## config.mk

```make
export PLATFORM = sky130hd
export DESIGN_NAME = double_ended_queue_unit
export DESIGN_NICKNAME = d
export VERILOG_FILES = /design/src/sv/deq_pkg.sv /design/src/sv/deq_ram.sv /design/src/sv/double_ended_queue_unit.sv
export VERILOG_INCLUDE_DIRS = /design/src /design/src/sv
export SDC_FILE = /design/constraint.sdc
export NUM_CORES = 1
export LEC_CHECK = 0
export ABC_CLOCK_PERIOD_IN_PS = 12300
export BUFFER_PORTS_ARGS = -buffer_cell sky130_fd_sc_hd__buf_2
export CORE_MARGIN = 2
export CORE_UTILIZATION = 62
export DETAILED_ROUTE_END_ITERATION = 6
export GPL_ROUTABILITY_DRIVEN = 0
export GPL_TIMING_DRIVEN = 0
export PLACE_DENSITY = 0.8
export REMOVE_ABC_BUFFERS = 1
export SYNTH_ARGS = -nofsm -noshare
export SYNTH_HDL_FRONTEND = slang
export SYNTH_SLANG_ARGS = --single-unit
```

## constraint.sdc

```tcl
create_clock -name aclk -period 12.3 [get_ports aclk]
set_input_delay 0 -clock aclk [delete_from_list [all_inputs] [get_ports aclk]]
set_output_delay 0 -clock aclk [all_outputs]
set_load 0.02 [all_outputs]
```

## src/sv/double_ended_queue_unit_macros.svh

```systemverilog
// assertion macros for the double-ended queue unit
// no dependencies; included by files that check their own logic
`ifndef DOUBLE_ENDED_QUEUE_UNIT_MACROS_SVH
`define DOUBLE_ENDED_QUEUE_UNIT_MACROS_SVH

`ifndef NO_ASSERTIONS
// checked only while out of reset
`define DEQ_ASSERT(name, clk, rstn, prop) \
    name: assert property (@(posedge clk) disable iff (!rstn) prop) \
        else $error("deque check failed");
// checked at every edge, reset included
`define DEQ_ASSERT_ALWAYS(name, clk, prop) \
    name: assert property (@(posedge clk) prop) \
        else $error("deque check failed");
`else
`define DEQ_ASSERT(name, clk, rstn, prop)
`define DEQ_ASSERT_ALWAYS(name, clk, prop)
`endif

`endif

```

## src/sv/deq_pkg.sv

```systemverilog
// shared types, constants and ring-index helpers for the double-ended queue
// no dependencies
package deq_pkg;

    localparam int DEPTH      = 16;
    localparam int DATA_WIDTH = 32;
    localparam int IDX_W      = $clog2(DEPTH);
    localparam int CNT_W      = $clog2(DEPTH + 1);
    localparam int PORT_W     = 32;
    localparam int TOTAL_W    = 5;
    localparam int REQ_W      = 3;
    localparam int ERR_W      = 2;

    typedef logic [IDX_W-1:0]      idx_t;
    typedef logic [CNT_W-1:0]      cnt_t;
    typedef logic [DATA_WIDTH-1:0] word_t;
    typedef logic [PORT_W-1:0]     port_word_t;

    localparam cnt_t CNT_FULL = cnt_t'(DEPTH);

    typedef enum logic [REQ_W-1:0] {
        REQ_PUSH_FRONT = 3'd0,
        REQ_PUSH_BACK  = 3'd1,
        REQ_POP_FRONT  = 3'd2,
        REQ_POP_BACK   = 3'd3,
        REQ_PEEK       = 3'd4
    } req_t;

    typedef enum logic [ERR_W-1:0] {
        ERR_NONE  = 2'd0,
        ERR_FULL  = 2'd1,
        ERR_EMPTY = 2'd2
    } err_t;

    typedef enum logic {
        ST_IDLE,
        ST_READ
    } state_t;

    // (idx + off) mod DEPTH, the sum stays below twice the depth
    function automatic idx_t ring_add(idx_t idx, cnt_t off);
        logic [CNT_W:0] s;
        s = (CNT_W+1)'(idx) + (CNT_W+1)'(off);
        if (s >= (CNT_W+1)'(DEPTH)) begin
            s = s - (CNT_W+1)'(DEPTH);
        end
        return s[IDX_W-1:0];
    endfunction

    function automatic idx_t ring_inc(idx_t idx);
        return (idx == idx_t'(DEPTH - 1)) ? '0 : idx_t'(idx + 1'b1);
    endfunction

    function automatic idx_t ring_dec(idx_t idx);
        return (idx == '0) ? idx_t'(DEPTH - 1) : idx_t'(idx - 1'b1);
    endfunction

    function automatic word_t fit_word(port_word_t v);
        word_t r;
        r = '0;
        for (int i = 0; i < DATA_WIDTH && i < PORT_W; i++) begin
            r[i] = v[i];
        end
        return r;
    endfunction

    function automatic port_word_t to_port(word_t v);
        port_word_t r;
        r = '0;
        for (int i = 0; i < DATA_WIDTH && i < PORT_W; i++) begin
            r[i] = v[i];
        end
        return r;
    endfunction

endpackage

```

## src/sv/deq_ram.sv

```systemverilog
// generic single-write, single-read ram with registered read data
// no dependencies
module deq_ram #(
    parameter int WIDTH = 32,
    parameter int DEPTH = 16
) (
    input  logic                     aclk,
    input  logic                     we,
    input  logic [$clog2(DEPTH)-1:0] waddr,
    input  logic [WIDTH-1:0]         wdata,
    input  logic                     re,
    input  logic [$clog2(DEPTH)-1:0] raddr,
    output logic [WIDTH-1:0]         rdata
);

    logic [WIDTH-1:0] mem [DEPTH];
    logic [WIDTH-1:0] rdata_reg;

    always_ff @(posedge aclk) begin
        if (we) begin
            mem[waddr] <= wdata;
        end
        if (re) begin
            rdata_reg <= mem[raddr];
        end
    end

    assign rdata = rdata_reg;

endmodule

```

## src/sv/double_ended_queue_unit.sv

```systemverilog
// Bounded double-ended queue of DEPTH words held in a ring inside one ram.
// Front and back words are kept in registers beside the ram, so a push, a
// peek or a rejected request answers in the cycle after it is accepted; a
// successful pop first waits in ST_READ for the registered ram read of the
// new front or back word, then its result is registered. A new request is
// taken when the previous result has been delivered or is being delivered
// in the same cycle, and not in ST_READ. Errors (push when full, pop when
// empty) leave the queue unchanged; front and back read as zero when empty.
// Depends on deq_pkg, deq_ram and double_ended_queue_unit_macros.svh.
`include "double_ended_queue_unit_macros.svh"

module double_ended_queue_unit
    import deq_pkg::*;
(
    input  logic               aclk,
    input  logic               aresetn,
    input  logic               s_valid,
    output logic               s_ready,
    input  logic [REQ_W-1:0]   s_req_type,
    input  logic [PORT_W-1:0]  s_data_value,
    output logic               m_valid,
    input  logic               m_ready,
    output logic [PORT_W-1:0]  m_popped_value,
    output logic [PORT_W-1:0]  m_front_value,
    output logic [PORT_W-1:0]  m_back_value,
    output logic [TOTAL_W-1:0] m_entry_total,
    output logic               m_is_empty,
    output logic               m_is_full,
    output logic [ERR_W-1:0]   m_op_error
);

    state_t state_reg, state_next;
    idx_t   front_idx_reg, front_idx_next;
    cnt_t   count_reg, count_next;
    word_t  front_word_reg, front_word_next;
    word_t  back_word_reg, back_word_next;
    word_t  popped_reg, popped_next;
    logic   from_front_reg, from_front_next;

    logic         m_valid_reg, m_valid_next;
    port_word_t   m_popped_reg, m_popped_next;
    port_word_t   m_front_reg, m_front_next;
    port_word_t   m_back_reg, m_back_next;
    cnt_t         m_total_reg, m_total_next;
    err_t         m_err_reg, m_err_next;

    logic  ram_we, ram_re;
    idx_t  ram_waddr, ram_raddr;
    word_t ram_wdata, ram_rdata;

    logic  accept, out_free, is_pop, start_read;
    req_t  req;
    word_t in_word;
    err_t  err;
    cnt_t  pop_off;

    deq_ram #(
        .WIDTH(DATA_WIDTH),
        .DEPTH(DEPTH)
    ) u_store (
        .aclk (aclk),
        .we   (ram_we),
        .waddr(ram_waddr),
        .wdata(ram_wdata),
        .re   (ram_re),
        .raddr(ram_raddr),
        .rdata(ram_rdata)
    );

    assign req      = req_t'(s_req_type);
    assign in_word  = fit_word(s_data_value);
    assign out_free = !m_valid_reg || m_ready;
    assign s_ready  = (state_reg == ST_IDLE) && out_free;
    assign accept   = s_valid && s_ready;
    assign is_pop   = (req == REQ_POP_FRONT) || (req == REQ_POP_BACK);
    assign start_read = accept && is_pop && (count_reg != '0);

    // next state
    always_comb begin
        state_next = state_reg;
        case (state_reg)
            ST_IDLE: begin
                if (start_read) begin
                    state_next = ST_READ;
                end
            end
            ST_READ: begin
                if (out_free) begin
                    state_next = ST_IDLE;
                end
            end
            default: state_next = ST_IDLE;
        endcase
    end

    // datapath and result register
    always_comb begin
        front_idx_next  = front_idx_reg;
        count_next      = count_reg;
        front_word_next = front_word_reg;
        back_word_next  = back_word_reg;
        popped_next     = popped_reg;
        from_front_next = from_front_reg;
        m_valid_next    = m_valid_reg && !m_ready;
        m_popped_next   = m_popped_reg;
        m_front_next    = m_front_reg;
        m_back_next     = m_back_reg;
        m_total_next    = m_total_reg;
        m_err_next      = m_err_reg;
        ram_we          = 1'b0;
        ram_waddr       = ring_add(front_idx_reg, count_reg);
        ram_wdata       = in_word;
        ram_re          = 1'b0;
        ram_raddr       = ring_inc(front_idx_reg);
        err             = ERR_NONE;
        pop_off         = '0;

        case (state_reg)
            ST_IDLE: begin
                if (accept) begin
                    case (req)
                        REQ_PUSH_FRONT: begin
                            if (count_reg == CNT_FULL) begin
                                err = ERR_FULL;
                            end else begin
                                front_idx_next  = ring_dec(front_idx_reg);
                                ram_we          = 1'b1;
                                ram_waddr       = ring_dec(front_idx_reg);
                                front_word_next = in_word;
                                if (count_reg == '0) begin
                                    back_word_next = in_word;
                                end
                                count_next = cnt_t'(count_reg + 1'b1);
                            end
                        end
                        REQ_PUSH_BACK: begin
                            if (count_reg == CNT_FULL) begin
                                err = ERR_FULL;
                            end else begin
                                ram_we         = 1'b1;
                                back_word_next = in_word;
                                if (count_reg == '0) begin
                                    front_word_next = in_word;
                                end
                                count_next = cnt_t'(count_reg + 1'b1);
                            end
                        end
                        REQ_POP_FRONT: begin
                            if (count_reg == '0) begin
                                err = ERR_EMPTY;
                            end else begin
                                popped_next     = front_word_reg;
                                from_front_next = 1'b1;
                                front_idx_next  = ring_inc(front_idx_reg);
                                count_next      = cnt_t'(count_reg - 1'b1);
                                ram_re          = 1'b1;
                            end
                        end
                        REQ_POP_BACK: begin
                            if (count_reg == '0) begin
                                err = ERR_EMPTY;
                            end else begin
                                popped_next     = back_word_reg;
                                from_front_next = 1'b0;
                                count_next      = cnt_t'(count_reg - 1'b1);
                                // new back sits at offset count - 2
                                if (count_reg > cnt_t'(1)) begin
                                    pop_off = cnt_t'(count_reg - 2'd2);
                                end
                                ram_re    = 1'b1;
                                ram_raddr = ring_add(front_idx_reg, pop_off);
                            end
                        end
                        default: begin
                            err = ERR_NONE;
                        end
                    endcase

                    // everything but a successful pop answers right away
                    if (!start_read) begin
                        m_valid_next  = 1'b1;
                        m_popped_next = '0;
                        m_front_next  = (count_next != '0) ? to_port(front_word_next) : '0;
                        m_back_next   = (count_next != '0) ? to_port(back_word_next) : '0;
                        m_total_next  = count_next;
                        m_err_next    = err;
                    end
                end
            end
            ST_READ: begin
                if (out_free) begin
                    if (from_front_reg) begin
                        front_word_next = ram_rdata;
                    end else begin
                        back_word_next = ram_rdata;
                    end
                    m_valid_next  = 1'b1;
                    m_popped_next = to_port(popped_reg);
                    m_front_next  = (count_reg != '0) ? to_port(front_word_next) : '0;
                    m_back_next   = (count_reg != '0) ? to_port(back_word_next) : '0;
                    m_total_next  = count_reg;
                    m_err_next    = ERR_NONE;
                end
            end
            default: begin
                m_err_next = ERR_NONE;
            end
        endcase
    end

    always_ff @(posedge aclk) begin
        if (!aresetn) begin
            state_reg     <= ST_IDLE;
            front_idx_reg <= '0;
            count_reg     <= '0;
            m_valid_reg   <= 1'b0;
        end else begin
            state_reg     <= state_next;
            front_idx_reg <= front_idx_next;
            count_reg     <= count_next;
            m_valid_reg   <= m_valid_next;
        end
    end

    always_ff @(posedge aclk) begin
        front_word_reg <= front_word_next;
        back_word_reg  <= back_word_next;
        popped_reg     <= popped_next;
        from_front_reg <= from_front_next;
        m_popped_reg   <= m_popped_next;
        m_front_reg    <= m_front_next;
        m_back_reg     <= m_back_next;
        m_total_reg    <= m_total_next;
        m_err_reg      <= m_err_next;
    end

    assign m_valid        = m_valid_reg;
    assign m_popped_value = m_popped_reg;
    assign m_front_value  = m_front_reg;
    assign m_back_value   = m_back_reg;
    assign m_entry_total  = TOTAL_W'(m_total_reg);
    assign m_is_empty     = (m_total_reg == '0);
    assign m_is_full      = (m_total_reg == CNT_FULL);
    assign m_op_error     = m_err_reg;

    `DEQ_ASSERT(a_count_bound, aclk, aresetn, count_reg <= CNT_FULL)
    `DEQ_ASSERT(a_pop_reads, aclk, aresetn, start_read |=> state_reg == ST_READ)
    `DEQ_ASSERT(a_read_no_request, aclk, aresetn, state_reg == ST_READ |-> !accept)
    `DEQ_ASSERT_ALWAYS(a_reset_empty, aclk, !aresetn |=> count_reg == '0 && !m_valid_reg)

endmodule
```

==> metrics.txt <==
# TYPE chip_impl_metric gauge
chip_impl_info{name="run_status",value="completed"} 1
chip_impl_info{name="hp-class",value="input port to register"} 1
chip_impl_metric{name="critPathRequiredTime",unit="ns"} 12.65
chip_impl_metric{name="syn-cell-area",unit="sq um"} 36000
chip_impl_metric{name="detail_route.first_pass.iterations",unit=""} 7
chip_impl_metric{name="placementRows",unit=""} 88
chip_impl_metric{name="die_h",unit="um"} 245
chip_impl_metric{name="max_cap_viol_count",unit=""} 0
chip_impl_metric{name="timing.final.hold_violations",unit=""} 0
chip_impl_metric{name="routed_wirelength",unit="mm"} 94.2
chip_impl_metric{name="vdd_drop_max",unit="V"} 0.000129
chip_impl_metric{name="layout_worst_path_cycle_share",unit="%"} 46.1
chip_impl_metric{name="place_inst",unit=""} 3147
chip_impl_metric{name="worstSkewPairLatency",unit="ns"} 0.62
chip_impl_metric{name="detail_route.iter0.violations",unit=""} 3045
chip_impl_metric{name="detailed_place_hpwl",unit="mm"} 58.5
chip_impl_metric{name="timing.critical_path.fanout_max",unit=""} 39
chip_impl_metric{name="wire_per_inst",unit="um"} 28.4
chip_impl_metric{name="core_area",unit="sq um"} 57600
chip_impl_metric{name="finish.net_count",unit=""} 2554
chip_impl_info{name="cp-end-kind",value="register"} 1
chip_impl_info{name="regMostFlops",value="u_store.mem"} 1
chip_impl_info{name="worst_hold_startpoint",value="s_req_type[2]"} 1
chip_impl_metric{name="synthToLayoutAreaGrowth",unit="%"} 15.1
chip_impl_metric{name="yosys_warnings",unit=""} 0
chip_impl_metric{name="cts_inserted_buffers",unit=""} 75
chip_impl_metric{name="relSlewSlack",unit="%"} 17.7
chip_impl_metric{name="totalNegativeSetupSlack",unit="ns"} 0
chip_impl_metric{name="cts_max_level",unit=""} 3
chip_impl_info{name="synth_flop_cell",value="edfxtp_1"} 1
chip_impl_info{name="tritoncts",value="built"} 1
chip_impl_metric{name="via_count_normalized_by_instance_count",unit=""} 7.23
chip_impl_metric{name="fmaxAchievable",unit="MHz"} 176
chip_impl_metric{name="clock_tree.buffer_depth",unit=""} 3
chip_impl_metric{name="placed_cell_area",unit="sq um"} 38700
chip_impl_metric{name="path_clk_slew",unit="ns"} 0.06
chip_impl_metric{name="number_of_antenna_violations_at_the_first_check_in_global_routing",unit=""} 1
chip_impl_metric{name="p_leak",unit="nW"} 13.6
chip_impl_metric{name="grt_pass1_wl",unit="mm"} 143
chip_impl_metric{name="grt_max_degree",unit=""} 91
chip_impl_metric{name="number_of_nets_with_antenna_violations_after_routing",unit=""} 0
chip_impl_metric{name="post_route_cells_drive_above_1_share",unit="%"} 24.4
chip_impl_metric{name="post_cts.repair.setup_buffers",unit=""} 0
chip_impl_metric{name="largest_reg_flops",unit=""} 512
chip_impl_metric{name="final_cell_count_no_fill",unit=""} 3314
chip_impl_metric{name="track_usage",unit="%"} 31.6
chip_impl_metric{name="final_max_slew_viol_count",unit=""} 0
chip_impl_metric{name="worst_slew_pin_tran",unit="ns"} 1.23
chip_impl_metric{name="fillerInstances",unit=""} 3340
chip_impl_info{name="critical_path.startpoint_type",value="register"} 1
chip_impl_metric{name="port_bufs",unit=""} 145
chip_impl_metric{name="skew",unit="ns"} 0.0292
chip_impl_info{name="path_class",value="register to register"} 1
chip_impl_metric{name="drt_drc_violations_left",unit=""} 0
chip_impl_metric{name="die_width",unit="um"} 245
chip_impl_metric{name="via_count",unit=""} 23961
chip_impl_metric{name="finalSetupViolCount",unit=""} 0
chip_impl_metric{name="synth_edf_count",unit=""} 744
chip_impl_metric{name="synth_seq_area_share",unit="%"} 62.7
chip_impl_metric{name="critical_path_arrival",unit="ns"} 6.01
chip_impl_metric{name="post_synth.cell_area_avg",unit="sq um"} 15.3
chip_impl_info{name="crit-reg2reg-launch",value="count_reg[2]$_SDFFE_PN0P_"} 1
chip_impl_metric{name="async_reset_ff_share",unit="%"} 0
chip_impl_metric{name="final_area",unit="sq um"} 41400
chip_impl_metric{name="first_global_vias",unit=""} 24700
chip_impl_info{name="ctsRootBufferMaster",value="clkbuf_16"} 1
chip_impl_metric{name="antenna-diode-count",unit=""} 0
chip_impl_metric{name="clock_sinks",unit=""} 755
chip_impl_metric{name="num_io_pins",unit=""} 146
chip_impl_info{name="worst_setup_path_startpoint",value="count_reg[2]$_SDFFE_PN0P_"} 1
chip_impl_metric{name="ys_seq_elements",unit=""} 755
chip_impl_metric{name="grt.overflow.total",unit=""} 0
chip_impl_metric{name="die-area",unit="sq um"} 60000
chip_impl_metric{name="synth_cell_type_count",unit=""} 69
chip_impl_metric{name="postSynthCellCount",unit=""} 2356
chip_impl_metric{name="power-per-cell-area",unit="nW/um^2"} 155
chip_impl_info{name="rsz0062_at_grt",value="no"} 1
chip_impl_metric{name="finalCriticalPeriod",unit="ns"} 5.67
chip_impl_metric{name="initial_utilization",unit="%"} 62.5
-- what timing repair did --
action,in CTS,in global routing
endpoints found under the hold margin,556,0
hold buffers,38,0
setup endpoints to repair,0,0
gates resized for setup,0,0
-- layer usage --
layer	part of all wire [%]	track usage, %	vias to the layer above
met2	49	51.7	1811
met1	36	41.1	11934
met5	0	0	-
met3	11	6.24	344
met4	4.1	14.8	0
li1	-	-	9872
-- critical path, cell delays in order, from the launching register on --
cell      delay (ns)
dfxtp_1         0.69
inv_1           0.22
ha_1            0.25
a21bo_2         0.24
a211oi_1        0.43
nor2_1          0.15
ha_4            0.20
fa_4            1.25
buf_16          0.35
buf_16          0.32
mux4_2          0.55
a21oi_1         0.19
o22ai_1         0.13
mux2_2          0.34
-- synth_stat cells (all sizes together), types with 3 or more instances --
cell      n  area share (%)
nor3     13            0.18
a21oi   140             1.9
a22oi     4           0.097
nand3    87             1.2
o21ai    14            0.19
xnor2     7            0.17
a31o      3           0.073
a221o    63             1.8
inv      11            0.11
and2     37            0.64
o211a     4            0.11
mux2i   142             4.0
a31oi     4            0.11
a221oi   36            0.88
nand2b    8            0.14
nor2b    36            0.63
nor2    107             1.1
and3     31            0.54
clkbuf   97             1.0
buf      99             1.5
xor2      7            0.17
nor3b     4           0.083
o22ai    96             1.7
a32oi    43             1.0
edfxtp  744              62
a21boi    3           0.063
a21o      5            0.10
o211ai   33            0.70
o31ai     4           0.083
dfxtp    11            0.61
nand2   164             1.7
ha       16            0.56
mux4    188              12
mux2     64             2.0
-- logic make-up (layout without fill, tap and decap cells) --
family / after synthesis / after routing / share of synthesized area (%)
and+or+nand+nor: 503 / 503 / 6.77
adders and majority gates: 18 / 18 / 0.668
AOI/OAI and AO/OA: 465 / 465 / 9.15
buffers and inverters: 207 / 400 / 2.64
DFF: 755 / 755 / 62.7
muxes: 394 / 394 / 17.7
xor gates and xnor gates: 14 / 14 / 0.341
-- area by class of cell --
type	instances	area, sq um	area share (%)
Inverter	11	41.3	0.0997
Sequential cell	755	22600	54.5
Clock inverter	35	294	0.710
Timing Repair Buffer	260	2710	6.54
Multi-Input combinational cell	1394	12800	30.9
Clock buffer	94	2030	4.91
Tap cell	765	957	2.31
-- power breakdown --
group / internal, mW / switching [mW] / leakage, nW
sequential: 2.96 / 0.0603 / 6.94
combinational: 0.516 / 0.652 / 5.58
clock: 1.27 / 0.943 / 1.12
-- through the flow --
stage	setup WS, ns	util (%)	power [mW]	hold slack (ns)
floorplan	0.193	-	3.90	0.0989
global placement	-4.39	63.8	4.26	0.301
detailed placement	6.64	67.2	4.21	0.320
CTS	6.64	71.9	6.41	0.00689
global route	6.32	71.9	6.59	0.0937
finish	6.63	71.9	6.41	0.0370
-- layout by cell type (no fill, tap or decap), drive strengths merged, types with 7 or more instances in the layout --
cell type	instances
edfxtp	744
buf	222
mux4	188
nand2	164
mux2i	142
a21oi	140
nor2	107
o22ai	96
clkbuf	94
nand3	87
mux2	64
a221o	63
a32oi	43
dlygate4sd3	38
and2	37
nor2b	36
a221oi	36
o211ai	33
and3	31
clkinv	24
ha	16
o21ai	14
nor3	13
inv	12
dfxtp	11
nand2b	8
xor2	7
xnor2	7
-- final timing paths --
path                            slack, ns  cells past startpoint                               to
worst max-delay path                 6.63                     13       u_store.rdata[2]$_DFFE_PP_
worst min register to register       0.52                      1  m_popped_value[7]$_SDFFCE_PN0P_
worst min-delay path                 0.04                      2       m_entry_total[3]$_DFFE_PP_
worst max register to register       6.63                     13       u_store.rdata[2]$_DFFE_PP_
No activity file was read; power rests on OpenSTA's default activity.
